## config.mk

```make
export PLATFORM = sky130hd
export DESIGN_NAME = tpft_scale
export DESIGN_NICKNAME = d
export VERILOG_FILES = /design/src/hdl/tpft_pkg.sv /design/src/hdl/tpft_scale.sv
export SDC_FILE = /design/constraint.sdc
export NUM_CORES = 2
export LEC_CHECK = 0
export ABC_AREA = 1
export ABC_CLOCK_PERIOD_IN_PS = 28500
export BUFFER_PORTS_ARGS = -buffer_cell sky130_fd_sc_hd__buf_4
export CELL_PAD_IN_SITES_DETAIL_PLACEMENT = 0
export CELL_PAD_IN_SITES_GLOBAL_PLACEMENT = 1
export CORE_MARGIN = 1.5
export CORE_UTILIZATION = 30
export DETAILED_ROUTE_END_ITERATION = 8
export PLACE_DENSITY_LB_ADDON = 0.3
export SLEW_MARGIN = 20
export SYNTH_ARGS = -nofsm -noshare
export SYNTH_HDL_FRONTEND = slang
export SYNTH_SLANG_ARGS = --single-unit
```

## constraint.sdc

```tcl
create_clock -name i_clk -period 28.5 [get_ports i_clk]
set_input_delay 1.425 -clock i_clk [delete_from_list [all_inputs] [get_ports i_clk]]
set_output_delay 1.425 -clock i_clk [all_outputs]
set_load 0.02 [all_outputs]
```

## src/hdl/tpft_pkg.sv

```systemverilog
`timescale 1ns / 1ps
`default_nettype none

package tpft_pkg;

    localparam int PT_W       = 32;               // coordinate width on the ports
    localparam int GUARD_BITS = 8;                // extra fraction bits on the point
    localparam int GAIN_FRAC  = 30;               // gain constant is Q1.30
    localparam int GAIN_W     = GAIN_FRAC + 1;
    localparam int DIF_W      = PT_W + 1;         // pivot difference, offset point
    localparam int NRM_W      = DIF_W + 1;        // direction after the pi pre-rotation
    localparam int DIR_W      = PT_W + 4;         // normalised direction, with CORDIC growth
    localparam int VEC_W      = DIF_W + GUARD_BITS + 3;  // point inside the rotator

    localparam int CFG_IDX_W = 3;
    localparam logic [CFG_IDX_W-1:0] CFG_PIVOT_ONE_X    = 3'd0;
    localparam logic [CFG_IDX_W-1:0] CFG_PIVOT_ONE_Y    = 3'd1;
    localparam logic [CFG_IDX_W-1:0] CFG_PIVOT_TWO_X    = 3'd2;
    localparam logic [CFG_IDX_W-1:0] CFG_PIVOT_TWO_Y    = 3'd3;
    localparam logic [CFG_IDX_W-1:0] CFG_DIRECTION_MODE = 3'd4;

    typedef struct packed {
        logic signed [PT_W-1:0] point_x;
        logic signed [PT_W-1:0] point_y;
    } t_in_item;

    typedef struct packed {
        logic signed [PT_W-1:0] mapped_x;
        logic signed [PT_W-1:0] mapped_y;
        logic                   saturated;
    } t_out_item;

    typedef struct packed {
        logic signed [PT_W-1:0] pivot_one_x;
        logic signed [PT_W-1:0] pivot_one_y;
        logic signed [PT_W-1:0] pivot_two_x;
        logic signed [PT_W-1:0] pivot_two_y;
        logic                   direction_mode;
    } t_cfg;

    // Item inside the rotator: direction being vectored and the point riding along
    typedef struct packed {
        logic                    zero;
        logic signed [DIR_W-1:0] dir_x;
        logic signed [DIR_W-1:0] dir_y;
        logic signed [VEC_W-1:0] vec_x;
        logic signed [VEC_W-1:0] vec_y;
    } t_vec;

    function automatic logic [63:0] isqrt64(input logic [63:0] n_in);
        logic [63:0] n;
        logic [63:0] r;
        logic [63:0] b;
        int          j;
        n = n_in;
        r = '0;
        b = 64'd1 << 62;
        for (j = 0; j < 32; j++) begin
            if (b > n) begin
                b = b >> 2;
            end
        end
        for (j = 0; j < 32; j++) begin
            if (b != '0) begin
                if (n >= r + b) begin
                    n = n - (r + b);
                    r = (r >> 1) + b;
                end else begin
                    r = r >> 1;
                end
                b = b >> 2;
            end
        end
        return r;
    endfunction

    // Restoring long division
    function automatic logic [63:0] udiv64(input logic [63:0] num, input logic [63:0] den);
        logic [63:0] q;
        logic [63:0] rem;
        int          j;
        q   = '0;
        rem = '0;
        for (j = 63; j >= 0; j--) begin
            rem = {rem[62:0], num[j]};
            if (rem >= den) begin
                rem  = rem - den;
                q[j] = 1'b1;
            end
        end
        return q;
    endfunction

    // Product of 1/sqrt(1+4^-i) over the stages, Q1.30, rounded after each factor
    function automatic logic [63:0] cordic_gain(input int stages);
        logic [63:0] k;
        logic [63:0] n;
        logic [63:0] s;
        logic [63:0] f;
        int          i;
        k = 64'd1 << GAIN_FRAC;
        for (i = 0; i < 32; i++) begin
            if (i < stages) begin
                n = 64'd1 << 60;
                if (2 * i <= 60) begin
                    n = n + (64'd1 << (60 - 2 * i));
                end
                s = isqrt64(n);
                f = udiv64((64'd1 << 60) + (s >> 1), s);
                k = (k * f + (64'd1 << (GAIN_FRAC - 1))) >> GAIN_FRAC;
            end
        end
        return k;
    endfunction

endpackage

`default_nettype wire

```

## src/hdl/tpft_scale.sv

```systemverilog
`timescale 1ns / 1ps
`default_nettype none

module tpft_scale
    import tpft_pkg::*;
#(
    parameter int STAGES = 18
) (
    input  wire logic i_clk,
    input  wire logic i_rst_n,
    input  wire t_cfg i_cfg,
    input  wire logic i_valid,
    input  wire t_vec i_data,
    output logic      o_stall,
    output logic      o_valid,
    output t_out_item o_data,
    input  wire logic i_stall
);

    localparam int NSTG   = 4;
    localparam int SCL    = GAIN_FRAC + GUARD_BITS;     // final right shift
    localparam int HI_W   = VEC_W - 32;
    localparam int PLO_W  = 32 + GAIN_W;
    localparam int PHI_W  = HI_W + GAIN_W;
    localparam int SUM1_W = PHI_W + 1;
    localparam int RES_W  = SUM1_W - (SCL - 32);
    localparam int BYP_W  = VEC_W - GUARD_BITS;
    localparam int SUM_W  = RES_W + 2;

    localparam logic [63:0]       GAIN_FULL = cordic_gain(STAGES);
    localparam logic [GAIN_W-1:0] GAIN      = GAIN_FULL[GAIN_W-1:0];
    localparam logic [63:0]       RND       = 64'd1 << (SCL - 1);
    localparam logic signed [PT_W-1:0] MAX_V = {1'b0, {(PT_W-1){1'b1}}};
    localparam logic signed [PT_W-1:0] MIN_V = {1'b1, {(PT_W-1){1'b0}}};

    logic [NSTG-1:0] r_v;
    logic [NSTG-1:0] n_v;
    logic [NSTG:0]   stall;

    // stage A: sign and magnitude
    logic [VEC_W-1:0] ra_mx, ra_my;
    logic             ra_negx, ra_negy, ra_zero;
    // stage B: partial products with the gain
    logic [PLO_W-1:0] rb_lox, rb_loy;
    logic [PHI_W-1:0] rb_hix, rb_hiy;
    logic [BYP_W-1:0] rb_bx, rb_by;
    logic             rb_negx, rb_negy, rb_zero;
    // stage C: rounded magnitude
    logic [RES_W-1:0] rc_mx, rc_my, nc_mx, nc_my;
    logic             rc_negx, rc_negy;
    // stage D: output register
    t_out_item        r_out, n_out;

    logic [63:0]             lox_r, loy_r;
    logic [SUM1_W-1:0]       tx, ty;
    logic signed [SUM_W-1:0] sx, sy;
    logic signed [SUM_W-1:0] offx, offy;
    logic                    ovx, ovy;

    assign stall[NSTG] = i_stall;
    for (genvar k = 0; k < NSTG; k++) begin : g_stall
        assign stall[k] = r_v[k] & stall[k+1];
    end
    assign o_stall = stall[0];
    assign n_v     = {r_v[NSTG-2:0], i_valid};

    always_comb begin
        lox_r = {{(64-PLO_W){1'b0}}, rb_lox} + RND;
        loy_r = {{(64-PLO_W){1'b0}}, rb_loy} + RND;
        tx    = {1'b0, rb_hix} + SUM1_W'(lox_r[63:32]);
        ty    = {1'b0, rb_hiy} + SUM1_W'(loy_r[63:32]);
        nc_mx = tx[SUM1_W-1 -: RES_W];
        nc_my = ty[SUM1_W-1 -: RES_W];
        // coincident pivots: the point was only widened, so drop the guard bits exactly
        if (rb_zero) begin
            nc_mx = RES_W'(rb_bx);
            nc_my = RES_W'(rb_by);
        end
    end

    always_comb begin
        offx = '0;
        offy = '0;
        if (!i_cfg.direction_mode) begin
            offx = SUM_W'(i_cfg.pivot_one_x);
            offy = SUM_W'(i_cfg.pivot_one_y);
        end
        sx = (rc_negx ? -$signed({2'b00, rc_mx}) : $signed({2'b00, rc_mx})) + offx;
        sy = (rc_negy ? -$signed({2'b00, rc_my}) : $signed({2'b00, rc_my})) + offy;
        ovx = !((&sx[SUM_W-1:PT_W-1]) || !(|sx[SUM_W-1:PT_W-1]));
        ovy = !((&sy[SUM_W-1:PT_W-1]) || !(|sy[SUM_W-1:PT_W-1]));
        n_out.mapped_x  = ovx ? (sx[SUM_W-1] ? MIN_V : MAX_V) : sx[PT_W-1:0];
        n_out.mapped_y  = ovy ? (sy[SUM_W-1] ? MIN_V : MAX_V) : sy[PT_W-1:0];
        n_out.saturated = ovx | ovy;
    end

    always_ff @(posedge i_clk) begin
        if (!i_rst_n) begin
            r_v <= '0;
        end else begin
            for (int k = 0; k < NSTG; k++) begin
                if (!stall[k]) begin
                    r_v[k] <= n_v[k];
                end
            end
        end
    end

    always_ff @(posedge i_clk) begin
        if (!stall[0]) begin
            ra_negx <= i_data.vec_x[VEC_W-1];
            ra_negy <= i_data.vec_y[VEC_W-1];
            ra_mx   <= i_data.vec_x[VEC_W-1] ? VEC_W'(-i_data.vec_x) : VEC_W'(i_data.vec_x);
            ra_my   <= i_data.vec_y[VEC_W-1] ? VEC_W'(-i_data.vec_y) : VEC_W'(i_data.vec_y);
            ra_zero <= i_data.zero;
        end
        if (!stall[1]) begin
            rb_lox  <= ra_mx[31:0] * GAIN;
            rb_loy  <= ra_my[31:0] * GAIN;
            rb_hix  <= ra_mx[VEC_W-1:32] * GAIN;
            rb_hiy  <= ra_my[VEC_W-1:32] * GAIN;
            rb_bx   <= ra_mx[VEC_W-1:GUARD_BITS];
            rb_by   <= ra_my[VEC_W-1:GUARD_BITS];
            rb_negx <= ra_negx;
            rb_negy <= ra_negy;
            rb_zero <= ra_zero;
        end
        if (!stall[2]) begin
            rc_mx   <= nc_mx;
            rc_my   <= nc_my;
            rc_negx <= rb_negx;
            rc_negy <= rb_negy;
        end
        if (!stall[3]) begin
            r_out <= n_out;
        end
    end

    assign o_valid = r_v[NSTG-1];
    assign o_data  = r_out;

    // a clipped result must sit on one of the range limits
    a_sat_bound: assert property (@(posedge i_clk) disable iff (!i_rst_n)
        r_v[NSTG-1] && r_out.saturated |->
            r_out.mapped_x == MAX_V || r_out.mapped_x == MIN_V ||
            r_out.mapped_y == MAX_V || r_out.mapped_y == MIN_V)
        else $error("saturated flag without a clipped coordinate");

endmodule

`default_nettype wire

```

### After elaboration in Yosys (flattened, before gate mapping)

Cells that the tools add are included.

* register bits: 515
* input bits: 294
* output and inout bits: 67
* logic and storage cells: 70

* add/sub/neg operators: 10
* $mul: 4
* mux-type cells: 12
* bitwise operators: 5
* reduce and logical (&&, ||, !) cells: 10

Operator list (count)
* 40-bit two-way mux: 4
* 32-bit two-way mux: 4
* 62-bit by 38-bit adder with 63-bit output (second input constant): 2
* 32-bit by 29-bit multiplier with 61-bit output (second input constant): 2
* 44-bit negator: 2
* 42-bit by 31-bit adder with 43-bit output: 2
* 43-bit two-way mux: 2
* 12-bit by 29-bit multiplier with 41-bit output (second input constant): 2
* 40-bit adder: 2
* 37-bit negator with 40-bit output: 2
* 36-bit two-way mux: 2
* 9-bit AND reduction: 2
* 9-bit OR reduction: 2
* 1-bit AND: 4
* 1-bit zero test: 4
* 1-bit logical OR: 2
* 1-bit bitwise OR: 1

### Longest topological paths before layout

* depth after elaboration: 8
* gate-level depth with buffers: 29
* mapped depth without buffers: 28

### Least setup slack after synthesis

No wires, ideal clock.

* kind: input to register
* from: in i_stall
* to: reg ra_mx[0] (enable)
* setup time: 0.442 ns
* arrival: 11.773 ns
* data required time: 28.058 ns
* slack: 16.285 ns
* stages: 7
* path buffers: 0
* path through: nand2_1 > nor2_1 > inv_1 > nor2_1 > inv_1 > nor2_1 > inv_1

* word-level cells in the longest chain between the ends: 4

RTL lines
* from (decl): RTL line tpft_scale.sv:17 `input wire logic i_stall`
* 1-bit AND (4 in series): RTL line tpft_scale.sv:62 `assign stall[k] = r_v[k] & stall[k+1];`
* via o_stall: RTL line tpft_scale.sv:14 `output logic o_stall,`
* to (signal assigned): RTL line tpft_scale.sv:113 `ra_mx <= i_data.vec_x[VEC_W-1] ? VEC_W'(-i_data.vec_x) : VEC_W'(i_data.vec_x);`
* to (decl): RTL line tpft_scale.sv:41 `logic [VEC_W-1:0] ra_mx, ra_my;`

The timed path passes the listed nets, and every way through them passes these cells.
A chain may end at the register's enable or synchronous reset.

### Worst setup path in the final report

* from: reg ra_mx[17]
* to: reg rb_lox[47] (data pin)

* word-level cells in the longest chain between the ends: 1

RTL lines
* 32-bit by 29-bit multiplier with 61-bit output: RTL line tpft_scale.sv:118 `rb_lox <= ra_mx[31:0] * GAIN;`
* to (signal assigned): RTL line tpft_scale.sv:118
* to (decl): RTL line tpft_scale.sv:44 `logic [PLO_W-1:0] rb_lox, rb_loy;`

Every way passes these cells.

==> results <==
- Summed over all failing endpoints, the final setup total negative slack is 0 ps.
- For this run, the slowest stage of the critical path takes approximately 810 ps.
- Dividing the synthesized area by the synthesized cell count gives about 8.5 um^2.
- The floorplan row count is approximately 190.
- The count of final max-slew check failures is 0.
- Synthesis produced approximately 9,300 cells.
- For the pin with the worst max-slew slack, the measured transition is approximately 1200 ps.
- The area of the die is between 0.2 and 0.3 mm^2.
- In this run the number of H-tree levels came out at 2.
- The library cell with the largest summed area after synthesis is fa_1.
- The global routing stage identified its most utilized layer as met2.
- The routed length per placed instance is roughly 20 um.
- For this run, the post-layout net count is 12,093.
- The HPWL after detailed placement is 231.8 mm.
- After detailed routing, the number of remaining DRC violations is 0.
- For the final database, setup skew stands at 39.06 ps.
- The total of warnings raised by yosys is 0.
- The worst setup path category is flip-flop to flip-flop.
- In the global route stage, overall resource usage came out at 0.1962.
- The path class of the tightest hold or removal check is flip-flop to flip-flop.
- The number of buffer cells added on primary ports is approximately 220.
- The number of gates resized after cts is 0.
- The initial antenna violation count is 12.
- The number of cells on the worst reg-to-reg path is 21.
- The clock-pin slew on the worst setup and hold paths is ~70 ps.
- The number of buffers inserted by hold repair at cts is 0.
- The first routing iteration left approximately 3,500 violations.
- In the global route stage, met2 resource usage came out at 0.3305.
- The cell with the largest stage delay on the worst path is edfxtp_1.
- After routing the design area is just under 0.09 mm^2.
- Traced cell by cell, the critical path runs through inv_1 -> fa_1 -> fa_1 -> inv_1 -> fa_1 -> inv_1 -> fa_1 -> inv_1 -> fa_1 -> fa_1 -> fa_1 -> ha_1 -> ha_1 -> nand2_1 -> nor2_1 -> inv_1 -> nor4_1 -> nand4_1 -> nand3_1 -> a21oi_1 -> xnor2_1.
- The number of buffers between clock root and the deepest sink is 3.
- The routed design has between 200 and 300 mm of wire.
- Routability-driven placement finished with a final weighted congestion of 0.9162.
- The via count of the first global-routing pass is between 60,000 and 70,000.
- The data required time at the worst endpoint is ~29,000 ps.
- The routed via count is 60,442.
- The share of cells above drive strength 1 is 0.04551.
- The most numerous cell type found on the critical path is fa_1.
- The core region area is ~0.26 mm^2.
- The commonest cells after synthesis are inv_1, nand2_1, fa_1.
- The main combinational cell family by area after synthesis is adder cells.
- The peak fanout along the critical path is 7.
- The most common flop cell mapped by yosys is edfxtp_1.
- The max-slew headroom at the worst pin is 0.2332.
- The first TritonRoute pass finished after 6 iterations.
- Clock tree synthesis found a total of 445 sinks.
- At the end of the flow the core is filled with cells to 0.3324.
- Measured along the x axis, the die boundary spans 518.1 um.
- Max-cap violations in this run came to 0.
- After synthesis, the netlist uses 58 different library cells.
- The total nets after synthesis is 11,822.
- Once detail routing completed, the nets flagged for antenna violations numbered 0.
- The CTS buffer count is 49.
- Of the total synthesized cell area, the portion taken by XOR and XNOR cells is 0.04236.
- The proportion of netlist area held by the largest area contributor is 0.2927.
- The portion of the clock cycle consumed by the worst path in the final layout is 0.2788.
- For this configuration, the core starts out at a cell density of 0.3024.
- The met1 routing resource usage after global routing is 0.2721.
- The mux contribution to synthesized area is 0.
- In this run, synthesis inferred roughly 440 flip-flops with an integrated enable.
- The final critical-path required period is 7947 ps.
- The data arrival time at the worst-slack endpoint is ~8400 ps.
- The mean number of vias per cell is 4.598.
- The growth of design area from synthesis to finish is 9.889%.
- Setup repair after global routing left no endpoint under its margin.
- The tree is rooted in a clkbuf_16.
- Setup violations remaining at the end of the flow were counted as 0.
- Of the synthesized area, sequential elements account for 0.1674.
- The library cell with the highest instance count after synthesis is inv_1.
- TritonCTS built the clock tree.
- In the global route stage, met3 resource usage came out at 0.01859.
- The worst setup path is launched from a flip-flop.
- The clock latency reported for the late side of the worst-skew pair is between 600 and 700 ps.
- The achievable clock frequency is ~0.13 GHz.
- The number of setup buffers added after CTS is 0.
- The async set-reset flop share out of synthesis is 0.
- The remaining global-route overflow is 0.
- Entering global routing, the biggest net connects 77 pins.
- After synthesis, the cell types taking the most area are fa_1, edfxtp_1, ha_1.
- In this run the vertical extent of the chip is approximately 520 um.
- Of the total synthesized cell area, the portion taken by AND, OR, NAND and NOR gates is 0.1402.
- The first global-routing pass estimated approximately 400 mm of wire.
- The area after detailed placement is around 0.086 mm^2.
- The endpoint type of the worst setup path is a flip-flop.
- The area fraction in compound gates after synthesis is 0.06744.
- The final hold violation count is 0.
- The flow ran to the end, and the final reports show no timing, DRC or antenna violations.
- In this run the cell area of the synthesized design comes to about 0.080 mm^2.
- The adder and majority cell fraction of the synthesized area is 0.4576.
- The flip-flop and latch count after synthesis is between 400 and 500.
- The number of I/O pins is 361.
- The instance count along the most critical hold path is 0.
critical path: cells and delay by family, from the launching register on:
family	cells	cell delay, ps
DFF	1	810
xor gates and xnor gates	1	280
AOI/OAI and AO/OA	1	120
and+or+nand+nor	5	1370
adders and majority gates	9	4350
buffers and inverters	5	780
through the flow:
stage / hold slack [ps] / worst slack (ps) / std cells
after floorplan: 400.3 / 16290 / 9315
after global placement: 406.4 / 20570 / 13050
after detailed placement: 410.8 / 20500 / 13050
after CTS: 430.7 / 20460 / 13139
after global routing: 432.9 / 20140 / 13142
final: 432.1 / 20550 / 13144
cells by family (layout without fill, tap and decap cells):
logic type	after synthesis	after routing
adders and majority gates	2213	2213
other	0	5
DFF	445	445
xor gates and xnor gates	385	385
buffers and inverters	2635	2944
and+or+nand+nor	2689	2689
AOI/OAI and AO/OA	948	948
final cells by class:
cell class | count | area (um^2)
flip-flops and latches | 445 | 13320
multi-input cells | 6235 | 56340
well taps | 3515 | 4398
clock inverters | 32 | 417.9
inverters | 2586 | 9718
clock buffers | 57 | 1256
fillers | 27800 | 175700
diodes | 5 | 12.51
repair buffers | 269 | 2019
path summary, 6_finish.rpt:
check	startpoint	end	slack, ps
min	ra_negx$_DFFE_PN_	rb_negx$_DFFE_PN_	430
max	ra_mx[17]$_DFFE_PN_	rb_lox[47]$_DFFE_PN_	20550
max reg2reg	ra_mx[17]$_DFFE_PN_	rb_lox[47]$_DFFE_PN_	20550
min reg2reg	ra_negx$_DFFE_PN_	rb_negx$_DFFE_PN_	430
registers in the layout, indices dropped and copies added, names as in the netlist, 4 cells and up:
name	cells
o_data	65
r_v	4
ra_mx	44
ra_my	44
rb_bx	36
rb_by	36
rb_hix	38
rb_hiy	38
rb_lox	29
rb_loy	29
rc_mx	37
rc_my	37
placed cells by master, fill, tap and decap left out, types with 5 or more instances in the layout:
master / synthesis / layout
and3_1: 11 / 11
xnor2_1: 131 / 131
a31oi_1: 103 / 103
or2_2: 40 / 40
nand2_1: 1441 / 1439
o2111ai_1: 5 / 5
clkinv_2: 0 / 5
nor3_1: 93 / 93
diode_2: 0 / 5
nand4_1: 48 / 48
nand2_2: 14 / 15
nor4_1: 47 / 47
nand3b_1: 13 / 13
nand3_1: 259 / 259
o21ai_1: 7 / 7
buf_4: 6 / 269
o21bai_1: 30 / 30
o21a_1: 27 / 27
xor2_1: 254 / 254
inv_1: 2580 / 2577
clkbuf_16: 0 / 49
clkinv_1: 4 / 13
nor2_2: 12 / 12
o31ai_1: 14 / 14
clkbuf_1: 36 / 8
edfxtp_1: 441 / 441
o211ai_1: 10 / 10
nor2_1: 685 / 685
fa_1: 1164 / 1164
nor3_2: 5 / 5
nand3_2: 6 / 6
o21ai_0: 249 / 249
a21o_1: 41 / 41
ha_1: 1049 / 1049
o221ai_1: 7 / 7
bufinv_16: 0 / 8
a21oi_1: 413 / 413
a21boi_0: 11 / 11
a221oi_1: 9 / 9
routing by layer:
metal | up-vias | routed length [um]
met4 | 0 | 5775
met1 | 29756 | 123600
met2 | 1140 | 124200
met5 | - | 0
met3 | 191 | 10060
li1 | 29355 | -
Power is left out: the tool's default activity adds up to more than one toggle a clock period on the data nets, which glitch-free logic cannot reach.
