### config.mk
export PLATFORM = sky130hd
export DESIGN_NAME = tpft_prep
export DESIGN_NICKNAME = d
export VERILOG_FILES = /design/src/hdl/tpft_pkg.sv /design/src/hdl/tpft_prep.sv
export SDC_FILE = /design/constraint.sdc
export NUM_CORES = 1
export LEC_CHECK = 0
export BUFFER_PORTS_ARGS = -buffer_cell sky130_fd_sc_hd__buf_4
export CORE_ASPECT_RATIO = 1.75
export CORE_MARGIN = 2
export CORE_UTILIZATION = 30
export DETAILED_ROUTE_END_ITERATION = 8
export GPL_TIMING_DRIVEN = 0
export SLEW_MARGIN = 5
export SYNTH_ARGS = -nofsm -noshare
export SYNTH_HDL_FRONTEND = slang
export SYNTH_SLANG_ARGS = --single-unit
### constraint.sdc
create_clock -name i_clk -period 6.29 [get_ports i_clk]
set_clock_uncertainty 0.15 [all_clocks]
set_input_delay 1.258 -clock i_clk [delete_from_list [all_inputs] [get_ports i_clk]]
set_output_delay 1.258 -clock i_clk [all_outputs]
set_load 0.01 [all_outputs]
### src/hdl/tpft_pkg.sv
`timescale 1ns / 1ps
`default_nettype none

package tpft_pkg;

    localparam int PT_W       = 32;               // coordinate width on the ports
    localparam int GUARD_BITS = 8;                // extra fraction bits on the point
    localparam int GAIN_FRAC  = 30;               // gain constant is Q1.30
    localparam int GAIN_W     = GAIN_FRAC + 1;
    localparam int DIF_W      = PT_W + 1;         // pivot difference, offset point
    localparam int NRM_W      = DIF_W + 1;        // direction after the pi pre-rotation
    localparam int DIR_W      = PT_W + 4;         // normalised direction, with CORDIC growth
    localparam int VEC_W      = DIF_W + GUARD_BITS + 3;  // point inside the rotator

    localparam int CFG_IDX_W = 3;
    localparam logic [CFG_IDX_W-1:0] CFG_PIVOT_ONE_X    = 3'd0;
    localparam logic [CFG_IDX_W-1:0] CFG_PIVOT_ONE_Y    = 3'd1;
    localparam logic [CFG_IDX_W-1:0] CFG_PIVOT_TWO_X    = 3'd2;
    localparam logic [CFG_IDX_W-1:0] CFG_PIVOT_TWO_Y    = 3'd3;
    localparam logic [CFG_IDX_W-1:0] CFG_DIRECTION_MODE = 3'd4;

    typedef struct packed {
        logic signed [PT_W-1:0] point_x;
        logic signed [PT_W-1:0] point_y;
    } t_in_item;

    typedef struct packed {
        logic signed [PT_W-1:0] mapped_x;
        logic signed [PT_W-1:0] mapped_y;
        logic                   saturated;
    } t_out_item;

    typedef struct packed {
        logic signed [PT_W-1:0] pivot_one_x;
        logic signed [PT_W-1:0] pivot_one_y;
        logic signed [PT_W-1:0] pivot_two_x;
        logic signed [PT_W-1:0] pivot_two_y;
        logic                   direction_mode;
    } t_cfg;

    // Item inside the rotator: direction being vectored and the point riding along
    typedef struct packed {
        logic                    zero;
        logic signed [DIR_W-1:0] dir_x;
        logic signed [DIR_W-1:0] dir_y;
        logic signed [VEC_W-1:0] vec_x;
        logic signed [VEC_W-1:0] vec_y;
    } t_vec;

    function automatic logic [63:0] isqrt64(input logic [63:0] n_in);
        logic [63:0] n;
        logic [63:0] r;
        logic [63:0] b;
        int          j;
        n = n_in;
        r = '0;
        b = 64'd1 << 62;
        for (j = 0; j < 32; j++) begin
            if (b > n) begin
                b = b >> 2;
            end
        end
        for (j = 0; j < 32; j++) begin
            if (b != '0) begin
                if (n >= r + b) begin
                    n = n - (r + b);
                    r = (r >> 1) + b;
                end else begin
                    r = r >> 1;
                end
                b = b >> 2;
            end
        end
        return r;
    endfunction

    // Restoring long division
    function automatic logic [63:0] udiv64(input logic [63:0] num, input logic [63:0] den);
        logic [63:0] q;
        logic [63:0] rem;
        int          j;
        q   = '0;
        rem = '0;
        for (j = 63; j >= 0; j--) begin
            rem = {rem[62:0], num[j]};
            if (rem >= den) begin
                rem  = rem - den;
                q[j] = 1'b1;
            end
        end
        return q;
    endfunction

    // Product of 1/sqrt(1+4^-i) over the stages, Q1.30, rounded after each factor
    function automatic logic [63:0] cordic_gain(input int stages);
        logic [63:0] k;
        logic [63:0] n;
        logic [63:0] s;
        logic [63:0] f;
        int          i;
        k = 64'd1 << GAIN_FRAC;
        for (i = 0; i < 32; i++) begin
            if (i < stages) begin
                n = 64'd1 << 60;
                if (2 * i <= 60) begin
                    n = n + (64'd1 << (60 - 2 * i));
                end
                s = isqrt64(n);
                f = udiv64((64'd1 << 60) + (s >> 1), s);
                k = (k * f + (64'd1 << (GAIN_FRAC - 1))) >> GAIN_FRAC;
            end
        end
        return k;
    endfunction

endpackage

`default_nettype wire

### src/hdl/tpft_prep.sv
`timescale 1ns / 1ps
`default_nettype none

module tpft_prep
    import tpft_pkg::*;
(
    input  wire logic     i_clk,
    input  wire logic     i_rst_n,
    input  wire t_cfg     i_cfg,
    input  wire logic     i_valid,
    input  wire t_in_item i_data,
    output logic          o_stall,
    output logic          o_valid,
    output t_vec          o_data,
    input  wire logic     i_stall
);

    localparam int NSTG = 4;

    logic [NSTG-1:0] r_v;
    logic [NSTG-1:0] n_v;
    logic [NSTG:0]   stall;

    // stage 1: offset point (in direction mode) and pivot difference
    logic signed [DIF_W-1:0] r1_px, r1_py, r1_dx, r1_dy;
    logic signed [DIF_W-1:0] n1_px, n1_py, n1_dx, n1_dy;
    // stage 2: pi pre-rotation
    logic signed [NRM_W-1:0] r2_dx, r2_dy, n2_dx, n2_dy;
    logic signed [VEC_W-1:0] r2_vx, r2_vy, n2_vx, n2_vy;
    logic                    r2_zero, n2_zero;
    // stage 3: coarse normalisation in byte steps
    logic signed [NRM_W-1:0] r3_dx, r3_dy, n3_dx, n3_dy;
    logic        [DIF_W-1:0] r3_mag, n3_mag;
    logic signed [VEC_W-1:0] r3_vx, r3_vy;
    logic                    r3_zero;
    // stage 4: fine normalisation
    t_vec                    r4, n4;

    logic signed [NRM_W-1:0] ady;
    logic signed [NRM_W-1:0] mag_s;
    logic        [2:0]       cg;
    logic        [2:0]       fs;
    logic signed [VEC_W-1:0] vx_e, vy_e;
    int                      g;
    int                      j;

    assign stall[NSTG] = i_stall;
    for (genvar k = 0; k < NSTG; k++) begin : g_stall
        assign stall[k] = r_v[k] & stall[k+1];
    end
    assign o_stall = stall[0];
    assign n_v     = {r_v[NSTG-2:0], i_valid};

    always_comb begin
        n1_px = $signed({i_data.point_x[PT_W-1], i_data.point_x});
        n1_py = $signed({i_data.point_y[PT_W-1], i_data.point_y});
        if (i_cfg.direction_mode) begin
            n1_px = n1_px - $signed({i_cfg.pivot_one_x[PT_W-1], i_cfg.pivot_one_x});
            n1_py = n1_py - $signed({i_cfg.pivot_one_y[PT_W-1], i_cfg.pivot_one_y});
        end
        n1_dx = $signed({i_cfg.pivot_two_x[PT_W-1], i_cfg.pivot_two_x})
              - $signed({i_cfg.pivot_one_x[PT_W-1], i_cfg.pivot_one_x});
        n1_dy = $signed({i_cfg.pivot_two_y[PT_W-1], i_cfg.pivot_two_y})
              - $signed({i_cfg.pivot_one_y[PT_W-1], i_cfg.pivot_one_y});
    end

    always_comb begin
        vx_e = $signed({{(VEC_W-DIF_W){r1_px[DIF_W-1]}}, r1_px}) <<< GUARD_BITS;
        vy_e = $signed({{(VEC_W-DIF_W){r1_py[DIF_W-1]}}, r1_py}) <<< GUARD_BITS;
        n2_dx = $signed({r1_dx[DIF_W-1], r1_dx});
        n2_dy = $signed({r1_dy[DIF_W-1], r1_dy});
        n2_vx = vx_e;
        n2_vy = vy_e;
        // rotate by pi when the direction points into the left half plane
        if (r1_dx[DIF_W-1]) begin
            n2_dx = -n2_dx;
            n2_dy = -n2_dy;
            n2_vx = -vx_e;
            n2_vy = -vy_e;
        end
        n2_zero = (r1_dx == '0) && (r1_dy == '0);
    end

    always_comb begin
        ady    = r2_dy[NRM_W-1] ? -r2_dy : r2_dy;
        mag_s  = (r2_dx > ady) ? r2_dx : ady;
        cg     = 3'd4;
        for (g = 3; g >= 0; g--) begin
            if (mag_s[DIF_W-1-8*g -: 8] != '0) begin
                cg = 3'(g);
            end
        end
        n3_dx  = r2_dx <<< {cg, 3'b000};
        n3_dy  = r2_dy <<< {cg, 3'b000};
        n3_mag = mag_s[DIF_W-1:0] << {cg, 3'b000};
    end

    always_comb begin
        fs = 3'd7;
        for (j = 0; j < 8; j++) begin
            if (r3_mag[DIF_W-8+j]) begin
                fs = 3'(7 - j);
            end
        end
        n4.zero  = r3_zero;
        n4.dir_x = $signed({{(DIR_W-NRM_W){r3_dx[NRM_W-1]}}, r3_dx}) <<< fs;
        n4.dir_y = $signed({{(DIR_W-NRM_W){r3_dy[NRM_W-1]}}, r3_dy}) <<< fs;
        n4.vec_x = r3_vx;
        n4.vec_y = r3_vy;
    end

    always_ff @(posedge i_clk) begin
        if (!i_rst_n) begin
            r_v <= '0;
        end else begin
            for (int k = 0; k < NSTG; k++) begin
                if (!stall[k]) begin
                    r_v[k] <= n_v[k];
                end
            end
        end
    end

    always_ff @(posedge i_clk) begin
        if (!stall[0]) begin
            r1_px <= n1_px;
            r1_py <= n1_py;
            r1_dx <= n1_dx;
            r1_dy <= n1_dy;
        end
        if (!stall[1]) begin
            r2_dx   <= n2_dx;
            r2_dy   <= n2_dy;
            r2_vx   <= n2_vx;
            r2_vy   <= n2_vy;
            r2_zero <= n2_zero;
        end
        if (!stall[2]) begin
            r3_dx   <= n3_dx;
            r3_dy   <= n3_dy;
            r3_mag  <= n3_mag;
            r3_vx   <= r2_vx;
            r3_vy   <= r2_vy;
            r3_zero <= r2_zero;
        end
        if (!stall[3]) begin
            r4 <= n4;
        end
    end

    assign o_valid = r_v[NSTG-1];
    assign o_data  = r4;

    // after the byte step the leading one must sit in the top byte
    a_coarse_norm: assert property (@(posedge i_clk) disable iff (!i_rst_n)
        r_v[2] && !r3_zero |-> r3_mag[DIF_W-1 -: 8] != '0)
        else $error("coarse normalisation left the top byte empty");

endmodule

`default_nettype wire

Yosys cells after proc, flatten, opt, wreduce, memory -nomap -nowiden
Index checks and enable logic that the tools add are counted.

Register bits: 644. Input port bits: 197. Output and inout port bits: 163.

Add/subtract/negate cells: 9. Order comparisons: 1. Shifts and indexed selects: 5. Muxes and demuxes: 19. Bitwise logic cells: 4. Reductions and logical operators: 7.

Operators by type and width (count): $sub A32 B32 Y33 (4); $mux W33 (3); $mux W44 (2); $neg A41 Y44 (2); $sshl A34 B3 Y36 (2); $mux W34 (2); $neg A33 Y34 (2); $sshl A34 B6 Y34 (2); $logic_not A33 Y1 (2); $gt A34 B34 Y1 (1); $neg A34 Y34 (1); $shl A33 B6 Y33 (1); $mux W32 (1); $reduce_bool A8 Y1 (4); $mux W3 (10); $and A1 B1 Y1 (4); $logic_and A1 B1 Y1 (1); $mux W1 (1).

Longest topological paths before layout
Gate-level depths: netlist of the first run.

Depth in word-level cells: 10. Mapped depth: 24. Gate-level depth less buffers: 19.

Worst setup path after synthesis of the first run
OpenSTA, ideal clock, no wires.

Kind: in2out. From: in i_stall. To: out o_stall. Arrival: 5.380 ns. Setup slack: -0.498 ns. Stages on the path: 3. Path buffers: 0. Cells stage by stage: and3_1 -> nand3_1 -> inv_1.

Word-level cells in the longest chain between the ends: 4.

RTL lines: from (decl) (line tpft_prep.sv:15) `input wire logic i_stall`; $and A1 B1 Y1 (4 in series) (line tpft_prep.sv:49) `assign stall[k] = r_v[k] & stall[k+1];`; to (decl) (line tpft_prep.sv:12) `output logic o_stall,`.

No other way between the ends.

Worst setup path in the final report of the first run
From: reg r2_dy[5]. To: reg r3_mag[26] (data pin).

Word-level cells in the longest chain between the ends: 10.

RTL lines: from (decl) (line tpft_prep.sv:28) `logic signed [NRM_W-1:0] r2_dx, r2_dy, n2_dx, n2_dy;`; from (signal assigned) (line tpft_prep.sv:133) `r2_dy <= n2_dy;`; $neg A34 Y34 (line tpft_prep.sv:85) `ady = r2_dy[NRM_W-1] ? -r2_dy : r2_dy;`; $mux W34 * (line tpft_prep.sv:85); $gt A34 B34 Y1 (line tpft_prep.sv:86) `mag_s = (r2_dx > ady) ? r2_dx : ady;`; $mux W33 * (line tpft_prep.sv:86); $reduce_bool A8 Y1 (line tpft_prep.sv:89) `if (mag_s[DIF_W-1-8*g -: 8] != '0) begin`; $mux W3 (4 in series) (line tpft_prep.sv:89); $shl A33 B6 Y33 * (line tpft_prep.sv:95) `n3_mag = mag_s[DIF_W-1:0] << {cg, 3'b000};`; to (signal assigned) (line tpft_prep.sv:141) `r3_mag <= n3_mag;`; to (decl) (line tpft_prep.sv:33) `logic [DIF_W-1:0] r3_mag, n3_mag;`.

Mark *: on every way between the ends. The rest lies on a longest branch, timed or not. A chain may end at the register's enable or synchronous reset.

==> results.yml, run 1 <==
floorplanning:
  num_io_pins: 360
  die_y_microns: 438
  die_w_microns: 252
  initial_core_util_pct: 30.2
  dieArea_sq_um: 111000
  coreArea_sq_um: 107000
  core.rowCount: 159
final_layout:
  layout-drive-gt1-share_pct: 21.1
  nFillCells: 10500
  regArea_sq_um: 17100
  final_util_pct: 37.2
  num-nets-final: 3685
  multi_input_area_sq_um: 14900
  synthToLayoutAreaGrowth_pct: 23.3
clock_tree:
  clock_sinks: 570
  cts.path.max_buffers: 3
  htree_num_levels: 2
  cts_tree: "yes"
  clock_latency_ns: 0.65
  path_clk_slew_ns: 0.07
  root_buffer: "clkbuf_16"
  cts_inserted_buffers: 55
  cts_hold_buf: 0
pwr:
  total_power_w: 0.0157
  leakagePower_nw: 16.2
  p_per_area_nw_per_um2: 394
  ir_drop_v: 0.000224
critical_path:
  cp_common_cell: "or4_4"
  cp_num_buf_inv: 2
  endpoint_kind: "flip-flop"
  cp_slowest_cell: "or4_4"
  crit_family: "simple AND/OR/NAND/NOR gates"
  critPathKind: "flip-flop to flip-flop"
  cpPeakStageDelay_ns: 0.59
  worst-path-max-fanout: 7
  critPathRequiredTime_ns: 6.53
  cp.arrival_ns: 6.75
  cp_cell_sequence: "or4_4, buf_6, or4_4, or2_4, o21a_1, xnor2_2, ha_1, nand4_1, or4_4, or3_4, o211ai_1, nor3_2, mux2_4, buf_4, mux2_4, or3_4, a221o_1, o311a_1"
  critPathLaunchType: "flip-flop"
synthesis:
  synth_edf_count: 566
  netlist_instances: 2840
  ys_async_sr_fraction_pct: 0
  synth_top_cell_area_share_pct: 52.5
  syn_area_sq_um: 32400
  avgSynthCellArea_sq_um: 11.4
  ys_ff_latch: 570
  yosysUniqueCellTypes: 73
  ys_warn_count: 0
  seq_area_frac_synth_pct: 52.8
  synth_area_leaders: "edfxtp_1, ha_1, xnor2_1"
  synth-main-ff-cell: "edfxtp_1"
  synth_top_area_cell: "edfxtp_1"
detailed_routing:
  drt_iter0_markers: 1214
  drt-wirelength-per-cell_microns: 23.0
  vias: 24000
  dr.pass1.iters: 7
  drt.antenna.violating_nets: 0
  drcViolationCount: 0
  viasPerCell: 5.08
  drt_wl_total_microns: 109000
grt:
  grt_use_total_pct: 19.3
  antenna_found_initial: 12
  grt_pass1_vias: 25000
  grt_max_degree: 110
  overflow: 0
  grt_pass1_wl_microns: 158000
timing:
  hold_viol: 0
  tightest_slew_ns: 1.45
  setup_violations: 38
  rsz0062_at_grt: "true"
  max_freq_ghz: 0.153
  timing.final.ws_setup_ns: -0.225
  slew_headroom_pct: 2.20
  timing.final.crit_share_pct: 104
  period_needed_ns: 6.52
  drv_slew: 0
place:
  place_hpwl_microns: 86500
  dp_worst_setup_slack_ns: -1.48
  io_buffers: 342
  place_congestion: 0.941
worst_hold_path:
  min_path_type: "flip-flop to flip-flop"
status:
  violations: "max-capacitance violations, negative setup slack"
  run_status: "finished, violations left"
job:
  drv_cap: 1
## per-layer routing
| metal | vias up | GRT usage, % | part of all wire (%) |
|---|---|---|---|
| met2 | 680 | 37.5 | 54 |
| met1 | 11500 | 19.0 | 35 |
| li1 | 11500 | - | - |
| met4 | 18 | 11.2 | 6.6 |
| met5 | - | 0 | 0.12 |
| met3 | 272 | 2.80 | 4.3 |
## logic make-up after synthesis
group / Yosys count / share of synthesized area [%]
other: 1 / 0.0116
buffers and inverters: 251 / 3.21
AND/OR/NAND/NOR: 756 / 11.2
adder cells (fa/ha/maj): 173 / 6.78
multiplexers: 190 / 6.10
XOR/XNOR: 253 / 6.85
AO/OA/AOI/OAI: 646 / 13.1
flip-flops: 570 / 52.8
## registers in the layout (all words and copies together), names as in the netlist, 7 cells and up
signal,flops
r2_dy,34
r3_vx,36
r3_mag,7
r3_vy,36
r1_dy,33
r1_py,33
r3_dx,34
o_data,145
r1_px,33
r2_dx,34
r2_vy,36
r1_dx,33
r2_vx,36
r3_dy,34
## area by class of cell
cell class | instances | area share, %
antenna | 2 | 0.0125
buffer | 109 | 1.60
clock buffer | 68 | 3.57
clock inverter | 32 | 0.753
inverter | 130 | 1.24
multi-input combinational | 2035 | 37.2
sequential | 570 | 42.8
tap | 1368 | 4.29
timing repair buffer | 414 | 8.49
## cells in the final DEF, fill, tap and decap left out, types with 19 or more instances in the layout
cell type	n
buf_4	410
o21a_1	24
nor2b_1	30
ha_1	168
or4_1	38
clkbuf_16	59
a21o_1	40
nand2_1	317
nor3_1	28
o21ai_0	157
o31ai_1	48
and2_1	29
xor2_1	49
nand2b_1	28
or3_1	34
inv_1	128
clkbuf_1	66
edfxtp_1	566
xnor2_1	201
a22oi_1	19
o41ai_1	30
mux2i_1	127
nor2_1	120
a21oi_1	124
nand3_1	30
mux2_2	53
## synthesized netlist by cell type, types with 39 or more instances
cell,count
edfxtp_1,566
nand2_1,324
xnor2_1,203
o21ai_0,178
ha_1,169
mux2i_1,135
a21oi_1,132
inv_1,130
nor2_1,123
clkbuf_1,77
mux2_2,54
o31ai_1,52
xor2_1,50
or4_1,42
a21o_1,40
or3_1,39
## power by group
part	total [W]	internal (W)	switching (W)
Combinational	0.00573	0.00249	0.00324
Clock	0.00327	0.00175	0.00152
Sequential	0.00672	0.00580	0.000927
Total	0.0157	0.0100	0.00568
## timing repair
item	4_1_cts	5_1_grt
endpoints found under the setup margin	75	75
cloned	0	5
hold endpoints to repair	0	0
buffers inserted	44	16
gates resized for setup	68	130
pin swaps	25	17
## worst register-to-register path, cell delays in order (launching register included)
cell and delay [ns]:
edfxtp_1 0.42, or4_4 0.56, buf_6 0.13, or4_4 0.56, or2_4 0.30, o21a_1 0.22
xnor2_2 0.17, ha_1 0.31, nand4_1 0.09, or4_4 0.59, or3_4 0.39, o211ai_1 0.24
nor3_2 0.12, mux2_4 0.41, buf_4 0.17, mux2_4 0.33, or3_4 0.44, a221o_1 0.33
o311a_1 0.32
## per-stage QoR
stage	hold WS (ns)	cell area [sq um]	TNS [ns]	std cells
after floorplan	0.250	32500	0	2856
after global placement	0.252	36700	-359.26	4566
after detailed placement	0.255	37000	-81.34	4573
after CTS	0.260	39200	-0.652	4707
after global routing	0.268	39900	-7.14	4728
final	0.258	39900	-2.59	4728
## worst paths after layout
path | from | end | slack, ns | depth (start not counted)
worst min register to register | r2_vy[10] | r3_vy[10] | 0.26 | 0
worst max-delay path | r2_dy[5] | r3_mag[26] | -0.23 | 18
worst min-delay path | r2_vy[10] | r3_vy[10] | 0.26 | 0
worst max register to register | r2_dy[5] | r3_mag[26] | -0.23 | 18
Power figures use the tool's default switching activity.
==> run 2, diff against run 1 <==
- MAX_ROUTING_LAYER: unset -> met4
==> run 2 against run 1 <==
- the run ends with negative setup slack left
- fmax shrank 1.8%
- largest power group unchanged
- critical endpoint unchanged
- final area barely moved
- total power up 0.69%
- largest cell class unchanged
- critical path type unchanged
- critical path depth grew 3
==> results.yml, run 2 (synthesis gave the netlist of run 1 again) <==
status:
  run_status: "finished, violations left"
  violations: "negative setup slack"
grt:
  grt_max_degree: 110
  grt_use_total_pct: 19.7
  antenna_found_initial: 16
  grt_pass1_vias: 24800
  overflow: 0
  grt_pass1_wl_microns: 156000
critical_path:
  cp.arrival_ns: 6.86
  endpoint_kind: "flip-flop"
  critPathRequiredTime_ns: 6.52
  critPathKind: "flip-flop to flip-flop"
  cp_slowest_cell: "or4_4"
  critPathLaunchType: "flip-flop"
  worst-path-max-fanout: 9
  cp_cell_sequence: "or4_4, buf_6, or4_4, o31ai_2, xor2_1, buf_4, ha_1, nand4_1, or4_4, or3_4, o211ai_1, nor3_2, mux2_4, mux2i_4, buf_4, buf_4, nor3_4, buf_6, o221a_2, o211ai_1, o311a_1"
  cpPeakStageDelay_ns: 0.63
  crit_family: "simple AND/OR/NAND/NOR gates"
  cp_num_buf_inv: 5
clock_tree:
  root_buffer: "clkbuf_16"
  cts.path.max_buffers: 3
  cts_tree: "yes"
  clock_sinks: 570
  cts_inserted_buffers: 53
  clock_latency_ns: 0.66
  path_clk_slew_ns: 0.07
  htree_num_levels: 2
timing:
  period_needed_ns: 6.63
  tightest_slew_ns: 1.25
  hold_viol: 0
  timing.final.ws_setup_ns: -0.343
  drv_slew: 0
  setup_violations: 45
  slew_headroom_pct: 16.7
  rsz0062_at_grt: "true"
  whs_ns: 0.267
  timing.final.crit_share_pct: 105
  max_freq_ghz: 0.151
final_layout:
  num-nets-final: 3691
  fin_cells: 4748
  layout_commonest_cell: "edfxtp_1"
  final_util_pct: 37.2
  largest_reg_flops: 145
  layout-drive-gt1-share_pct: 21.0
  synthToLayoutAreaGrowth_pct: 23.4
  layout_common_cells: "edfxtp_1, buf_4, nand2_1"
  nFillCells: 10500
place:
  dp_worst_setup_slack_ns: -1.57
  place_hpwl_microns: 86600
  dp_cells: 4573
  io_buffers: 342
  place_congestion: 0.946
job:
  drv_cap: 0
detailed_routing:
  dr.pass1.iters: 5
  drt-wirelength-per-cell_microns: 22.7
  drt.antenna.violating_nets: 0
  vias: 23900
  viasPerCell: 5.04
  drcViolationCount: 0
  drt_iter0_markers: 1283
  drt_wl_total_microns: 108000
worst_hold_path:
  min_path_type: "flip-flop to flip-flop"
pwr:
  ir_drop_v: 0.000212
  total_power_w: 0.0158
  leakagePower_nw: 16.3
  p_per_area_nw_per_um2: 396
floorplanning:
  dieArea_sq_um: 111000
  num_io_pins: 360
  coreArea_sq_um: 107000
  initial_core_util_pct: 30.2
  die_y_microns: 438
  die_w_microns: 252
  core.rowCount: 159
-- run 2: changes by cell type in the layout (fill, tap and decap cells not counted), moves of 4 or more --
cell       change
o21ai_1        +6
bufinv_16      +4
clkbuf_1       -4
buf_4         +20
diode_2       +14
buf_12         -4
clkbuf_16      -6
buf_6          -7
-- run 2: worst paths after layout --
check / from / to / slack, ns / depth (start not counted)
worst max-delay path: r2_dy[5] / r3_mag[26] / -0.34 / 21
worst min-delay path: r2_zero / r3_zero / 0.27 / 0
worst max register to register: r2_dy[5] / r3_mag[26] / -0.34 / 21
worst min register to register: r2_zero / r3_zero / 0.27 / 0
-- run 2: layout make-up --
| class | count | area (sq um) | share of cell area (%) |
|---|---|---|---|
| Clock buffer | 61 | 1360 | 3.40 |
| Antenna cell | 16 | 40.0 | 0.100 |
| Sequential cell | 570 | 17100 | 42.8 |
| Buffer | 109 | 601 | 1.50 |
| Timing Repair Buffer | 422 | 3350 | 8.38 |
| Inverter | 130 | 495 | 1.24 |
| Clock inverter | 37 | 419 | 1.05 |
| Multi-Input combinational cell | 2035 | 14900 | 37.3 |
| Tap cell | 1368 | 1710 | 4.29 |
-- run 2: what timing repair did --
action | 4_1_cts | 5_1_grt
hold buffers | 0 | 0
buffers inserted | 56 | 15
gates resized for setup | 102 | 74
pin swaps | 28 | 17
endpoints found under the setup margin | 75 | 67
gates cloned | 2 | 0
-- run 2: routing by layer --
| metal | GRT usage (%) | share of wire, % | vias up |
|---|---|---|---|
| met3 | 2.82 | 4.1 | 279 |
| met2 | 37.1 | 54 | 693 |
| met1 | 18.9 | 35 | 11400 |
| li1 | - | - | 11600 |
| met5 | - | 0 | - |
| met4 | 11.7 | 6.8 | 0 |
-- run 2: through the flow --
| stage | cell area [sq um] | TNS [ns] |
|---|---|---|
| after global routing | 39900 | -13.23 |
| after global placement | 36700 | -354.24 |
| after floorplan | 32500 | 0 |
| final | 39900 | -8.37 |
| after CTS | 39500 | -2.49 |
| after detailed placement | 37000 | -84.78 |
-- run 2: where the power goes --
| group | internal, W | switching, W |
|---|---|---|
| clock | 0.00186 | 0.00150 |
| sequential | 0.00580 | 0.000914 |
| combinational | 0.00250 | 0.00326 |
| total | 0.0102 | 0.00567 |
==> run 3, diff against run 2 <==
- ABC_AREA: unset -> 1
==> run 3 against run 2 <==
- the run now ends clean
- count of clock-buffer cells in the layout rose by 3
- setup slack improved by 0.67 ns
- first-iteration DRC count rose by 34%
- sequential power rose by 3.3%
- register-to-register slack improved by 0.67 ns
- critical path depth rose by 10
- total power rose by 13%
- via count rose by 17%
- global-route usage rose by 2.9 points
- final area rose by 2.2%
==> results.yml, run 3 <==
clock_tree:
  clock_latency_ns: 0.65
  cts_inserted_buffers: 54
  cts_tree: "yes"
  path_clk_slew_ns: 0.06
  cts.path.max_buffers: 3
  root_buffer: "clkbuf_16"
  clock_sinks: 570
  htree_num_levels: 2
final_layout:
  synthToLayoutAreaGrowth_pct: 19.6
  nFillCells: 11600
  final_util_pct: 36.2
  layout_common_cells: "nand2_1, edfxtp_1, inv_1"
  layout-drive-gt1-share_pct: 12.5
  layout_commonest_cell: "nand2_1"
  fin_cells: 5795
  num-nets-final: 4627
  largest_reg_flops: 145
synthesis:
  synth_adder_area_share_pct: 6.43
  netlist_instances: 3827
  synth_compound_area_share_pct: 11.3
  ys_async_sr_fraction_pct: 0
  syn_area_sq_um: 34100
  yosysUniqueCellTypes: 52
  synthMostInstantiatedCell: "nand2_1"
  synth_area_leaders: "edfxtp_1, nand2_1, ha_1"
  avgSynthCellArea_sq_um: 8.92
  synth_top_area_cell: "edfxtp_1"
  synth_edf_count: 566
  seq_area_frac_synth_pct: 50.0
  ys_warn_count: 0
  synth-main-ff-cell: "edfxtp_1"
  ys_ff_latch: 570
  synth_top_cell_area_share_pct: 49.8
  muxShareOfSynthArea_pct: 0.158
  synth_xor_area_share_pct: 6.39
  synth_simple_gate_area_share_pct: 18.4
  yosys-top-cells-count: "nand2_1, edfxtp_1, inv_1"
  synth_top_family_by_area: "simple AND/OR/NAND/NOR gates"
floorplanning:
  num_io_pins: 360
  die_y_microns: 450
  core.rowCount: 163
  coreArea_sq_um: 113000
  initial_core_util_pct: 30.3
  die_w_microns: 259
  dieArea_sq_um: 117000
place:
  dp_cells: 5680
  io_buffers: 342
  place_congestion: 1.06
  place_hpwl_microns: 110000
  dp_worst_setup_slack_ns: -0.358
pwr:
  leakagePower_nw: 17.9
  p_seq_share_pct: 38.9
  p_per_area_nw_per_um2: 436
  internal_power_w: 0.0104
  clock_power_share_pct: 19.1
  total_power_w: 0.0178
  p_sw_share_pct: 41.6
  pwr-share-comb_pct: 42.1
  ir_drop_v: 0.000250
  p_switching_w: 0.00741
grt:
  grt_max_degree: 148
  antenna_found_initial: 9
  grt_pass1_vias: 28800
  grt_pass1_wl_microns: 186000
  grt_use_total_pct: 22.6
  overflow: 0
timing:
  timing.final.ws_setup_ns: 0.323
  max_freq_ghz: 0.168
  timing.final.crit_share_pct: 94.9
  hold_viol: 0
  period_needed_ns: 5.97
  drv_slew: 0
  tightest_slew_ns: 1.30
  slew_headroom_pct: 13.3
  rsz0062_at_grt: "false"
  setup_violations: 0
critical_path:
  worst-path-max-fanout: 10
  cp_common_cell: "nand2_1"
  cp.arrival_ns: 6.20
  r2r_start: "r2_dy[1]"
  critPathRequiredTime_ns: 6.52
  rrSetupSlack_ns: 0.32
  startpoint: "r2_dy[1]"
  critPathLaunchType: "flip-flop"
  critPathKind: "flip-flop to flip-flop"
  cp_slowest_cell: "xor2_1"
  endpoint_kind: "flip-flop"
  cpPeakStageDelay_ns: 0.49
detailed_routing:
  drcViolationCount: 0
  drt_iter0_markers: 1719
  drt_wl_total_microns: 129000
  vias: 27900
  drt-wirelength-per-cell_microns: 22.3
  drt.antenna.violating_nets: 0
  dr.pass1.iters: 5
  viasPerCell: 4.82
worst_hold_path:
  min_path_type: "flip-flop to flip-flop"
  min_from: "r3_vx[21]"
job:
  drv_cap: 0
status:
  run_status: "finished clean"
[run 3: cell count changes after synthesis, moves of 109 or more]
| cell | change |
|---|---|
| o21ai_0 | +182 |
| nand3_1 | +164 |
| nand2_1 | +497 |
| nor2_1 | +209 |
| xnor2_1 | -109 |
| mux2i_1 | -133 |
| inv_1 | +366 |
[run 3: kinds of logic after synthesis]
group                      Yosys count
and+or+nand+nor                   1498
other                                1
muxes                                5
AOI/OAI and AO/OA                  706
buffers and inverters              625
xor gates and xnor gates           249
DFF                                570
adders and majority gates          173
[run 3: repair_timing]
action                     4_1_cts  5_1_grt
setup endpoints to repair       59       69
hold buffers                     0        0
resized for setup                6        8
setup buffers                    0        5
gates cloned                     0        0
pin swaps                        0        2
[run 3: final cells by class]
type                       count  area, sq um  area share, %
clock inverter                37          432           1.06
buffer                       123          617           1.51
antenna                        8         20.0         0.0490
clock buffer                  64         1420           3.48
multi-input combinational   2648        14700           35.9
inverter                     502         1900           4.64
sequential                   570        17100           41.8
tap                         1485         1860           4.55
timing repair buffer         358         2830           6.94
[run 3: path summary, 6_finish.rpt]
kind	endpoint	cells past startpoint
setup / recovery	r3_mag[26]	31
hold / removal	o_data[65]	0
setup reg to reg	r3_mag[26]	31
hold reg to reg	o_data[65]	0
[run 3: power by group through the flow]
stage | registers, W | clock network (W) | logic, W
2_1_floorplan | 0.00678 | 0 | 0.00412
3_5_place_dp | 0.00702 | 0 | 0.00742
6_report | 0.00693 | 0.00339 | 0.00749
3_3_place_gp | 0.00700 | 0 | 0.00740
4_1_cts | 0.00694 | 0.00350 | 0.00745
5_1_grt | 0.00706 | 0.00363 | 0.00825
[run 3: routing by layer]
metal  GRT usage, %  share of wire, %  routed length, microns
met5              -                 0                       0
met4           15.4               8.1                   10500
met3           2.40               3.6                    4720
met2           42.4                54                   69700
met1           21.4                34                   44400
[run 3: per-stage QoR]
stage / area [sq um] / setup TNS, ns / hold WS [ns]
after floorplan: 34200 / -595.18 / 0.250
after global placement: 38700 / -1448.28 / 0.252
after detailed placement: 38900 / -11.58 / 0.255
after CTS: 40700 / 0 / 0.248
after global routing: 40800 / 0 / 0.256
final: 40800 / 0 / 0.244
[run 3: worst max-delay path, delay by kind of cell (launching register included)]
kind | cells | cell delay (ns)
XOR/XNOR | 1 | 0.49
AO/OA/AOI/OAI | 1 | 0.26
flip-flops | 1 | 0.48
AND/OR/NAND/NOR | 24 | 3.20
buffers and inverters | 4 | 0.79
adder cells (fa/ha/maj) | 1 | 0.31
